[src/hw/rtl/assert_macros.svh]
// ----------------------------------------------------------------------------
// assert_macros.svh
// Concurrent assertion helpers. They compile to nothing when SYNTH is set.
// ----------------------------------------------------------------------------
`ifndef ASSERT_MACROS_SVH
`define ASSERT_MACROS_SVH

`ifndef SYNTH

// lbl: prop must hold at every clock edge outside reset
`define ASSERT_ALWAYS(lbl, clk, rst_n, prop, msg) \
    lbl: assert property (@(posedge clk) disable iff (!rst_n) (prop)) \
        else $error(msg);

// lbl: cons must hold in the same cycle as ante
`define ASSERT_IMPL(lbl, clk, rst_n, ante, cons, msg) \
    lbl: assert property (@(posedge clk) disable iff (!rst_n) (ante) |-> (cons)) \
        else $error(msg);

`else

`define ASSERT_ALWAYS(lbl, clk, rst_n, prop, msg)
`define ASSERT_IMPL(lbl, clk, rst_n, ante, cons, msg)

`endif

`endif

[src/hw/rtl/ded_pkg.sv]
// ----------------------------------------------------------------------------
// ded_pkg
// Shared constants, types and helpers of the decimal escape decoder.
// ----------------------------------------------------------------------------
package ded_pkg;

    localparam logic [7:0] PCT        = 8'h25;   // '%'
    localparam logic [7:0] DIGIT_ZERO = 8'h30;
    localparam logic [7:0] DIGIT_NINE = 8'h39;

    // results one payload beat can raise
    localparam int MAX_RES = 4;
    localparam int CNT_W   = 3;

    // output queue
    localparam int FIFO_DEPTH = 8;
    localparam int FIFO_AW    = 3;

    // register map: index bit of paddr (byte address 4*i)
    localparam int  PADDR_W          = 3;
    localparam logic REG_WATCHED_PORT = 1'b0;

    typedef struct packed {
        logic [CNT_W-1:0]        count;   // results in this beat, 0..4
        logic [MAX_RES-1:0][7:0] data;    // slot 0 goes out first
        logic [MAX_RES-1:0]      last;
    } ded_push_t;

    typedef struct packed {
        logic       pending;
        logic       selected;
        logic [1:0] la_count;
    } ded_status_t;

    function automatic logic is_digit(input logic [7:0] b);
        return (b >= DIGIT_ZERO) && (b <= DIGIT_NINE);
    endfunction

    function automatic logic [3:0] digit_val(input logic [7:0] b);
        logic [7:0] diff;
        diff = b - DIGIT_ZERO;
        return is_digit(b) ? diff[3:0] : 4'd0;
    endfunction

endpackage

[src/hw/rtl/ded_if.sv]
// ----------------------------------------------------------------------------
// ded_if
// Valid/ready channels of the decoder: payload beats in, result beats out.
// ----------------------------------------------------------------------------
interface ded_in_if;
    logic        valid;
    logic        ready;
    logic [7:0]  data_byte;
    logic        last_byte;
    logic        is_tcp_ipv4;
    logic [15:0] pkt_port;

    modport source (output valid, data_byte, last_byte, is_tcp_ipv4, pkt_port,
                    input ready);
    modport sink   (input valid, data_byte, last_byte, is_tcp_ipv4, pkt_port,
                    output ready);
endinterface

interface ded_out_if;
    logic       valid;
    logic       ready;
    logic [7:0] out_byte;
    logic       out_last;

    modport source (output valid, out_byte, out_last, input ready);
    modport sink   (input valid, out_byte, out_last, output ready);
endinterface

[src/hw/rtl/ded_escape_core.sv]
// ----------------------------------------------------------------------------
// ded_escape_core
// Packet selection and escape resolution; one payload beat per cycle
// while accept is high, up to four result bytes raised per beat.
// ----------------------------------------------------------------------------
module ded_escape_core (
    input  logic                clk,
    input  logic                rst_n,
    input  logic                accept,
    input  logic [7:0]          data_byte,
    input  logic                last_byte,
    input  logic                is_tcp_ipv4,
    input  logic [15:0]         pkt_port,
    input  logic [15:0]         watched_port,
    output ded_pkg::ded_push_t   push,
    output ded_pkg::ded_status_t status
);

    logic       at_start_reg, at_start_next;
    logic       selected_reg, selected_next;
    logic       pending_reg,  pending_next;
    logic [1:0] la_count_reg, la_count_next;
    logic [7:0] la_bytes_reg  [2];
    logic [7:0] la_bytes_next [2];

    logic       sel;
    logic [1:0] held_c;             // held bytes incl. the new one
    logic       resolve_now;
    logic [7:0] lb [4];
    logic [3:0] v0, v1, v2;
    logic       d0, d1, d2;
    logic [6:0] val2;
    logic [9:0] val3;
    logic [1:0] used;
    logic [7:0] first_byte;
    logic       drop;
    logic [1:0] left;
    logic [2:0] pos;
    logic [ded_pkg::CNT_W-1:0] n;
    logic [ded_pkg::MAX_RES-1:0][7:0] slot;

    always_comb
    begin
        sel    = at_start_reg ? (is_tcp_ipv4 && (pkt_port == watched_port)) : selected_reg;
        held_c = la_count_reg + 2'd1;

        lb[0] = (la_count_reg == 2'd0) ? data_byte : la_bytes_reg[0];
        lb[1] = (la_count_reg == 2'd1) ? data_byte : la_bytes_reg[1];
        lb[2] = data_byte;
        lb[3] = '0;

        d0 = ded_pkg::is_digit(lb[0]);
        d1 = ded_pkg::is_digit(lb[1]);
        d2 = ded_pkg::is_digit(lb[2]);
        v0 = ded_pkg::digit_val(lb[0]);
        v1 = ded_pkg::digit_val(lb[1]);
        v2 = ded_pkg::digit_val(lb[2]);
        val2 = 7'(v0) * 7'd10 + 7'(v1);
        val3 = 10'(val2) * 10'd10 + 10'(v2);

        resolve_now = (held_c == 2'd3) || last_byte || !ded_pkg::is_digit(data_byte);

        // longest decodable run first
        priority if (held_c == 2'd3 && d0 && d1 && d2 && val3 >= 10'd1 && val3 <= 10'd255)
        begin
            used = 2'd3; first_byte = val3[7:0];
        end
        else if (held_c >= 2'd2 && d0 && d1 && val2 != 7'd0)
        begin
            used = 2'd2; first_byte = {1'b0, val2};
        end
        else if (d0 && v0 != 4'd0)
        begin
            used = 2'd1; first_byte = {4'd0, v0};
        end
        else
        begin
            used = 2'd0; first_byte = ded_pkg::PCT;
        end

        // a trailing '%' opens a fresh escape instead of going out
        drop = (data_byte == ded_pkg::PCT) && !last_byte;
        left = held_c - used - {1'b0, drop};

        slot[0] = first_byte;
        for (int i = 0; i < ded_pkg::MAX_RES - 1; i++)
        begin
            pos         = 3'(used) + 3'(i);
            slot[i + 1] = lb[pos[1:0]];
        end

        at_start_next    = at_start_reg;
        selected_next    = selected_reg;
        pending_next     = pending_reg;
        la_count_next    = la_count_reg;
        la_bytes_next[0] = la_bytes_reg[0];
        la_bytes_next[1] = la_bytes_reg[1];
        n                = '0;
        push.data        = '0;

        if (accept)
        begin
            at_start_next = last_byte;
            selected_next = sel;
            if (!sel)
            begin
                n = 3'd1; push.data[0] = data_byte;
            end
            else if (!pending_reg)
            begin
                if (data_byte == ded_pkg::PCT && !last_byte)
                begin
                    pending_next  = 1'b1;
                    la_count_next = 2'd0;
                end
                else
                begin
                    n = 3'd1; push.data[0] = data_byte;
                end
            end
            else if (resolve_now)
            begin
                n             = 3'd1 + 3'(left);
                push.data     = slot;
                pending_next  = drop;
                la_count_next = 2'd0;
            end
            else
            begin
                la_bytes_next[la_count_reg[0]] = data_byte;
                la_count_next                  = held_c;
            end

            if (last_byte)
            begin
                pending_next  = 1'b0;
                la_count_next = 2'd0;
            end
        end

        push.count = n;
        for (int i = 0; i < ded_pkg::MAX_RES; i++)
            push.last[i] = accept && last_byte && (3'(i) == n - 3'd1);

        status.pending  = pending_reg;
        status.selected = selected_reg;
        status.la_count = la_count_reg;
    end

    always_ff @(posedge clk or negedge rst_n)
    begin
        if (!rst_n)
        begin
            at_start_reg <= 1'b1;
            selected_reg <= 1'b0;
            pending_reg  <= 1'b0;
            la_count_reg <= 2'd0;
        end
        else
        begin
            at_start_reg <= at_start_next;
            selected_reg <= selected_next;
            pending_reg  <= pending_next;
            la_count_reg <= la_count_next;
        end
    end

    // held bytes: payload only
    always_ff @(posedge clk)
    begin
        la_bytes_reg[0] <= la_bytes_next[0];
        la_bytes_reg[1] <= la_bytes_next[1];
    end

endmodule

[src/hw/rtl/ded_out_fifo.sv]
// ----------------------------------------------------------------------------
// ded_out_fifo
// Result queue: takes up to four bytes a cycle, hands out one per beat.
// ----------------------------------------------------------------------------
module ded_out_fifo (
    input  logic              clk,
    input  logic              rst_n,
    input  ded_pkg::ded_push_t push,
    output logic              space_ok,
    output logic              out_valid,
    input  logic              out_ready,
    output logic [7:0]        out_byte,
    output logic              out_last
);

    logic [7:0]                  byte_mem [ded_pkg::FIFO_DEPTH];
    logic                        last_mem [ded_pkg::FIFO_DEPTH];
    logic [ded_pkg::FIFO_AW-1:0] head_reg, head_next;
    logic [ded_pkg::FIFO_AW-1:0] tail_reg, tail_next;
    logic [ded_pkg::FIFO_AW:0]   count_reg, count_next;
    logic                        pop;

    always_comb
    begin
        pop        = out_valid && out_ready;
        head_next  = head_reg + ded_pkg::FIFO_AW'(pop);
        tail_next  = tail_reg + ded_pkg::FIFO_AW'(push.count);
        count_next = count_reg + (ded_pkg::FIFO_AW + 1)'(push.count)
                     - (ded_pkg::FIFO_AW + 1)'(pop);
    end

    assign out_valid = (count_reg != '0);
    assign out_byte  = byte_mem[head_reg];
    assign out_last  = last_mem[head_reg];
    assign space_ok  = (count_reg <= (ded_pkg::FIFO_AW + 1)'(ded_pkg::FIFO_DEPTH
                                                          - ded_pkg::MAX_RES));

    always_ff @(posedge clk or negedge rst_n)
    begin
        if (!rst_n)
        begin
            head_reg  <= '0;
            tail_reg  <= '0;
            count_reg <= '0;
        end
        else
        begin
            head_reg  <= head_next;
            tail_reg  <= tail_next;
            count_reg <= count_next;
        end
    end

    always_ff @(posedge clk)
    begin
        for (int i = 0; i < ded_pkg::MAX_RES; i++)
        begin
            if (ded_pkg::CNT_W'(i) < push.count)
            begin
                byte_mem[tail_reg + ded_pkg::FIFO_AW'(i)] <= push.data[i];
                last_mem[tail_reg + ded_pkg::FIFO_AW'(i)] <= push.last[i];
            end
        end
    end

endmodule

[src/hw/rtl/decimal_escape_decoder.sv]
// ----------------------------------------------------------------------------
// decimal_escape_decoder
// Replaces '%' + decimal digits with one byte in the payloads of TCP
// packets aimed at the watched port; other packets pass unchanged.
// ----------------------------------------------------------------------------
// Use:
//   payload : sink channel, one TCP payload byte per beat, last_byte on
//             the final byte of each packet; is_tcp_ipv4 and pkt_port are
//             sampled on the first beat of a packet only.
//   result  : source channel, one output byte per beat, out_last on the
//             final byte of each packet.
//   APB     : watched_port at byte address 0; pready is tied high. Write
//             it only while the block is idle; it applies from the next
//             packet.
// Output: results of a beat are written to the output queue at the edge
//   that takes the beat and leave it one per cycle while result.ready is high.
// Throughput: one payload beat per cycle. A beat raises 0 to 4 results,
//   never more in total than beats taken, so the 8-entry queue keeps up.
//   payload.ready drops while the queue holds more than four bytes.
// Stall: a stalled receiver fills the queue, then payload.ready falls;
//   nothing is lost. Reset empties the queue, drops any held escape,
//   clears watched_port and waits for the start of a packet.
// ----------------------------------------------------------------------------
`include "assert_macros.svh"

module decimal_escape_decoder (
    input  logic                        clk,
    input  logic                        rst_n,
    ded_in_if.sink                      payload,
    ded_out_if.source                   result,
    input  logic                        psel,
    input  logic                        penable,
    input  logic                        pwrite,
    input  logic [ded_pkg::PADDR_W-1:0] paddr,
    input  logic [31:0]                 pwdata,
    output logic [31:0]                 prdata,
    output logic                        pready
);

    logic [15:0]          watched_port_reg;
    logic                 cfg_write;
    logic                 accept;
    logic                 space_ok;
    ded_pkg::ded_push_t   push;
    ded_pkg::ded_status_t core_status;

    // ---- configuration ----
    assign pready    = 1'b1;
    assign cfg_write = psel && penable && pwrite
                       && (paddr[2] == ded_pkg::REG_WATCHED_PORT);
    assign prdata    = (paddr[2] == ded_pkg::REG_WATCHED_PORT)
                       ? {16'd0, watched_port_reg} : 32'd0;

    always_ff @(posedge clk or negedge rst_n)
    begin
        if (!rst_n)
            watched_port_reg <= 16'd0;
        else if (cfg_write)
            watched_port_reg <= pwdata[15:0];
    end

    // ---- payload side: accept whenever the queue has room for a full beat ----
    assign payload.ready = space_ok;
    assign accept        = payload.valid && space_ok;

    ded_escape_core u_core (
        .clk          (clk),
        .rst_n        (rst_n),
        .accept       (accept),
        .data_byte    (payload.data_byte),
        .last_byte    (payload.last_byte),
        .is_tcp_ipv4  (payload.is_tcp_ipv4),
        .pkt_port     (payload.pkt_port),
        .watched_port (watched_port_reg),
        .push         (push),
        .status       (core_status)
    );

    // ---- result side ----
    ded_out_fifo u_fifo (
        .clk       (clk),
        .rst_n     (rst_n),
        .push      (push),
        .space_ok  (space_ok),
        .out_valid (result.valid),
        .out_ready (result.ready),
        .out_byte  (result.out_byte),
        .out_last  (result.out_last)
    );

    // ---- checks ----
    `ASSERT_IMPL(a_pending_in_selected, clk, rst_n, core_status.pending, core_status.selected, "escape held in a packet that is not decoded")
    `ASSERT_IMPL(a_held_needs_escape, clk, rst_n, core_status.la_count != 2'd0, core_status.pending, "bytes held without an open escape")
    `ASSERT_IMPL(a_last_gives_result, clk, rst_n, accept && payload.last_byte, push.count != 3'd0, "packet end raised no result beat")
    `ASSERT_ALWAYS(a_push_bound, clk, rst_n, push.count <= 3'(ded_pkg::MAX_RES), "more than four results from one beat")

endmodule

[src/flat_wrapper.sv]
// flat-port wrapper written by rule: the top's interface ports become plain ports
module decimal_escape_decoder_flat 
  (clk, rst_n, psel, penable, pwrite, paddr, pwdata, prdata, pready, payload_valid, payload_data_byte, payload_last_byte, payload_is_tcp_ipv4, payload_pkt_port, payload_ready, result_valid, result_out_byte, result_out_last, result_ready);
  ded_in_if payload_i ();
  ded_out_if result_i ();
  input  logic clk;
  input  logic rst_n;
  input  logic psel;
  input  logic penable;
  input  logic pwrite;
  input  logic [ded_pkg::PADDR_W-1:0] paddr;
  input  logic [31:0] pwdata;
  output logic [31:0] prdata;
  output logic pready;
  input wire logic [$bits(payload_i.valid)-1:0] payload_valid;
  input wire logic [$bits(payload_i.data_byte)-1:0] payload_data_byte;
  input wire logic [$bits(payload_i.last_byte)-1:0] payload_last_byte;
  input wire logic [$bits(payload_i.is_tcp_ipv4)-1:0] payload_is_tcp_ipv4;
  input wire logic [$bits(payload_i.pkt_port)-1:0] payload_pkt_port;
  output wire logic [$bits(payload_i.ready)-1:0] payload_ready;
  output wire logic [$bits(result_i.valid)-1:0] result_valid;
  output wire logic [$bits(result_i.out_byte)-1:0] result_out_byte;
  output wire logic [$bits(result_i.out_last)-1:0] result_out_last;
  input wire logic [$bits(result_i.ready)-1:0] result_ready;
  assign payload_i.valid = payload_valid;
  assign payload_i.data_byte = payload_data_byte;
  assign payload_i.last_byte = payload_last_byte;
  assign payload_i.is_tcp_ipv4 = payload_is_tcp_ipv4;
  assign payload_i.pkt_port = payload_pkt_port;
  assign payload_ready = payload_i.ready;
  assign result_valid = result_i.valid;
  assign result_out_byte = result_i.out_byte;
  assign result_out_last = result_i.out_last;
  assign result_i.ready = result_ready;
  decimal_escape_decoder u_core (.clk(clk), .rst_n(rst_n), .payload(payload_i), .result(result_i), .psel(psel), .penable(penable), .pwrite(pwrite), .paddr(paddr), .pwdata(pwdata), .prdata(prdata), .pready(pready));
endmodule
[config.mk]
export PLATFORM = sky130hd
export DESIGN_NAME = decimal_escape_decoder_flat
export DESIGN_NICKNAME = d
export VERILOG_FILES = /design/src/hw/rtl/ded_pkg.sv /design/src/hw/rtl/ded_if.sv /design/src/hw/rtl/ded_escape_core.sv /design/src/hw/rtl/ded_out_fifo.sv /design/src/hw/rtl/decimal_escape_decoder.sv /design/src/flat_wrapper.sv
export VERILOG_INCLUDE_DIRS = /design/src /design/src/hw/rtl
export SDC_FILE = /design/constraint.sdc
export NUM_CORES = 1
export LEC_CHECK = 0
export BUFFER_PORTS_ARGS = -buffer_cell sky130_fd_sc_hd__buf_4
export CAP_MARGIN = 30
export CELL_PAD_IN_SITES_DETAIL_PLACEMENT = 0
export CELL_PAD_IN_SITES_GLOBAL_PLACEMENT = 1
export CORE_UTILIZATION = 45
export DETAILED_ROUTE_END_ITERATION = 8
export PLACE_DENSITY = 0.8
export REMOVE_ABC_BUFFERS = 1
export SYNTH_ARGS = -nofsm -noshare
export SYNTH_HDL_FRONTEND = slang
export SYNTH_SLANG_ARGS = --single-unit
[constraint.sdc]
create_clock -name clk -period 10.7 [get_ports clk]
set_clock_uncertainty 0.2 [all_clocks]
set_input_delay 2.14 -clock clk [delete_from_list [all_inputs] [get_ports clk]]
set_output_delay 2.14 -clock clk [all_outputs]
set_load 0.01 [all_outputs]
After elaboration in Yosys (flattened, before gate mapping)
Memories as Yosys holds them, arrays and structs flattened.
Index checks and enable logic that the tools add are counted.
{ "word_totals": {"reg_bits": 31, "ram_bits": 88, "input_bits": 68, "elab_cells": 160, "mem_count": 3} }
{ "op_classes": {"add_sub_neg": 19, "multipliers": 2, "magnitude_cmp": 19, "eq_ne": 7, "n_mux": 59, "bitwise": 5, "reduce_logical": 38} }
{ "memory_table": {"columns": ["name", "words", "width", "read_ports", "rd_clocked_by_memory_dff", "write_ports", "line_no", "rtl"], "rows": [
  ["u_core.u_fifo.byte_mem", 8, 8, 1, 0, 4, "ded_out_fifo.sv:16", "logic [7:0] byte_mem [ded_pkg::FIFO_DEPTH];"],
  ["u_core.u_core.la_bytes_reg", 2, 8, 2, 0, 2, "ded_escape_core.sv:23", "logic [7:0] la_bytes_reg [2];"],
  ["u_core.u_fifo.last_mem", 8, 1, 1, 0, 4, "ded_out_fifo.sv:17", "logic last_mem [ded_pkg::FIFO_DEPTH];"]
]} }
{ "ops": {"columns": ["cell", "n"], "rows": [
  ["$mux W8", 13],
  ["$mux W16", 5],
  ["$mux W32", 2],
  ["$bmux W8 S2", 3],
  ["$mux W24", 2],
  ["$logic_and A1 B1 Y1", 25],
  ["$ge A8 B6 Y1 const B", 3],
  ["$le A8 B6 Y1 const B", 3],
  ["$bwmux W16", 1],
  ["$eq A16 B16 Y1", 1],
  ["$mux W1", 16],
  ["$mux W2", 7],
  ["$mux W3", 4],
  ["$mux W4", 3],
  ["$sub A4 B1 Y4 const B", 3],
  ["$add A10 B4 Y10", 1],
  ["$ge A10 B1 Y1 const B", 1],
  ["$le A10 B8 Y1 const B", 1],
  ["$ge A3 B3 Y1 const B", 3],
  ["$mul A7 B3 Y9 const B", 1],
  ["$not A2 Y3", 3],
  ["$demux W8 S1", 1],
  ["$eq A8 B6 Y1 const B", 1],
  ["$reduce_bool A4 Y1", 2],
  ["36 further kinds", 44]
]} }

Longest topological paths before layout
{ "logic_depth": {"word_depth": 23, "depth_mapped": 38, "mapped_depth_nobuf": 34} }

Modules after synthesis
From an unflattened synthesis, not the netlist that was laid out.
{ "unflattened": {"hier_cells": 977, "hier_area_um2": 9695.5} }
{ "modules_own_cells": {"columns": ["module", "n_inst", "cells_each", "area_per_inst_um2"], "rows": [
  ["ded_out_fifo", 1, 517, 5576.6],
  ["ded_escape_core", 1, 389, 3213.1],
  ["decimal_escape_decoder", 1, 71, 905.9]
]} }

Worst setup path before layout
Ideal clock, no wire load.
{ "synth_timing": {"path_kind": "input to register", "start": "in payload_data_byte[1]", "end": "mem u_core.u_fifo.byte_mem[4][0], enable pin", "setup_ps": 387, "arrival_time_ps": 9818, "slack_ps": 295, "cell_stages": 32, "path_cell_list": "buf_4 -> o21ai_0 -> and3_1 -> nor2_1 -> nor2_1 -> ha_1 -> ha_1 -> inv_1 -> fa_1 -> nand2b_1 -> o31a_1 -> o211a_1 -> or2_1 -> ha_1 -> ha_1 -> and3_1 -> o21a_1 -> nor2_1 -> xnor3_2 -> nor2_2 -> buf_2 -> a21oi_1 -> fa_1 -> xnor2_1 -> xnor2_1 -> ha_1 -> nor2_1 -> or4_1 -> clkbuf_1 -> o32ai_1 -> nor2_1 -> o21ai_0"} }
{ "synth_lines": {"columns": ["item", "line_no", "rtl"], "rows": [
  ["start: declaration", "flat_wrapper.sv:16", "input wire logic [$bits(payload_i.data_byte)-1:0] payload_data_byte;"],
  ["end: declaration", "ded_out_fifo.sv:16", null]
]} }

==> impl_metrics.toml <==
[synthesis]
synth_flop_cell = "edfxtp_1"
synth_top_cell_by_area = "edfxtp_1"
ys_ff_latch = 119
synth_cells = 1035
synth.top_cells.by_count = "nor2_1 (96), nand2_1 (91), edfxtp_1 (88)"
ys_top_cells_by_area = "edfxtp_1 (27%), dfrtp_1 (7.7%), ha_1 (4.4%)"
synthesis.area_um2 = 9770
synth_edf_count = 88
avgSynthCellArea_um2 = 9.44
synth.yosys.seq_area_share_pct = 35.0
yosysWarnings = 0
netlist.area_leader.share_pct = 27.0
async_flop_share_pct = 26.1
synth_cell_type_count = 90
synth.most_common_cell = "nor2_1"

[setup_path]
r2r_start = "u_core.u_core.la_count_reg[0]"
crit_fanout = 9
required_ps = 10620
startpoint_type = "input pin"
r2r_setup_slack_ps = 1470
r2r-end = "u_core.u_fifo.byte_mem[4][5]"
crit_path_max_incr_delay_ps = 490
crit_type = "in2reg"
r2r_cells = 36
critPathSlowestCell = "or4_1"
worstSetupEndpointType = "flop"
arrival_ps = 9800

[cts]
cts.path.max_buffers = 2
clock_latency_ps = 420
ctsHoldBuffers = 0
cts_root_buffer = "clkbuf_16"
clock-sinks = 119
cts_tree = "done"
clkTransAtPathRegs_ps = 60
cts_buffers = 17
post-cts-setup-buffers = 0
cts.repair.resized = 0
htreeDepth = 4

[timing]
rsz0062_at_grt = "false"
slew_headroom_pct = 34.3
finalCriticalPeriod_ps = 9880
post-route-period-util_pct = 92.3
setup_viol = 0
max_freq_mhz = 101
max_slew.worst_pin.slew_ps = 959
drv_slew = 0
fin_ws_ps = 823
finalSetupTns_ps = 0
finalHoldViolCount = 0

[cells_and_area]
antennaDiodeCount = 0
layout.nets = 1259
drive_gt1_share_pct = 22.7
syn2layout_area_growth_pct = 19.0
largest_reg_flops = 64

[placement]
globalplace.congestion = 1.06
pre_cts_slack_ps = 440
dp_hpwl_um = 25800
io_buffers = 76

[global_routing]
grt_use_total_pct = 30.7
grt_pass1_vias = 8847
grt_overflow = 0
grt_max_degree = 32
grt_pass1_wl_um = 51400
antenna_found_initial = 0

[power_and_ir_drop]
vdd_drop_max_v = 0.000114
p_leak_uw = 0.00455
cellPowerDensity_nw_per_um2 = 189

[floorplanning]
die_y_um = 149
dieArea_um2 = 22300
core_area_um2 = 21200
start_util_pct = 46.2
fp.dieW_um = 149
num_rows = 53
num_io_pins = 112

[outcome]
status = "completed"

[min_path]
hold_path_depth = 2
hold_end = "u_core.u_core.at_start_reg"
min_path_type = "reg2reg"
hp-start = "u_core.u_core.at_start_reg"

[flow_run]
drv_cap = 0

[detailed_routing]
routedWlPerCell_um = 23.2
drcViolationCount = 0
avgViaCountPerCell = 6.39
postRouteAntennaNets = 0
vias = 9186
drt-initial-drc-count = 1057
drt-total-wl_um = 33400
drtPass1Iterations = 5
how the worst max path moves through the flow:
stage                               startpoint                           end
final                     payload_data_byte[6]  u_core.u_fifo.byte_mem[4][5]
after CTS                 payload_data_byte[6]  u_core.u_fifo.byte_mem[4][3]
after floorplan           payload_data_byte[6]  u_core.u_fifo.byte_mem[4][0]
after detailed placement  payload_data_byte[6]  u_core.u_fifo.byte_mem[4][5]
after global placement    payload_data_byte[6]  u_core.u_fifo.byte_mem[2][5]
after global routing      payload_data_byte[6]  u_core.u_fifo.byte_mem[2][4]
power by group:
group | leakage (uW) | internal, uW | total, uW | switching, uW
clock network | 0.000293 | 392 | 619 | 227
logic | 0.00308 | 385 | 929 | 544
registers | 0.00118 | 572 | 644 | 72.5
critical path: cells and delay by family:
family,cells,cell delay (ps)
AND/OR/NAND/NOR,13,2610
adder cells (fa/ha/maj),7,2140
XOR/XNOR,4,840
AO/OA/AOI/OAI,6,1220
buffers and inverters,5,850
placed cells by master (no fill, tap or decap), drive strengths merged, types with 9 or more instances in the layout:
cell type and n:
or3 9, nor3 36, edfxtp 88, nand2 92, o221ai 16, and2 12
xor2 10, buf 147, nand2b 11, inv 38, o22ai 20, nand3 22
mux2i 23, xnor2 26, nor2b 24, nor2 97, a22oi 21, and3 12
mux2 36, a211oi 19, nor4 17, o211ai 12, a31oi 11, a221oi 19
ha 34, a21oi 51, mux4 18, clkbuf 18, o21ai 50, conb 17
dfrtp 30, nand4 13, or2 9
kinds of logic after synthesis:
logic type	synth area share (%)
compound gates	21.0
buf+inv	4.83
xor+xnor	3.97
flops	35.0
mux	10.7
simple gates	18.7
fa+ha+maj	5.79
other cells	0.0769
stage by stage:
stage	hold WS [ps]	utilization, %	power [uW]	area, um^2	std cells
6_report	279	55.0	2190	11600	1438
5_1_grt	297	55.0	2290	11600	1438
4_1_cts	278	54.7	2170	11600	1435
3_5_place_dp	264	51.8	1550	11000	1403
3_3_place_gp	260	51.6	1530	10900	1399
2_1_floorplan	244	-	1200	9480	984
metal layers:
layer  track usage [%]  vias up  routed length (um)
met5                 0        -                   0
met4              12.8        0                1060
met3              5.38       76                2730
met2              49.1      516               15700
met1              40.9     4402               13900
li1                  -     4192                   -
area by class of cell:
| cell class | instances | area (um^2) |
|---|---|---|
| fill | 1933 | 9530 |
| multi-input combinational | 831 | 5960 |
| sequential | 119 | 3420 |
| timing repair buffer | 147 | 1150 |
| clock buffer | 18 | 429 |
| tap | 275 | 344 |
| clock inverter | 14 | 194 |
| inverter | 34 | 128 |
Note: power is estimated with default switching activity, not from simulation.
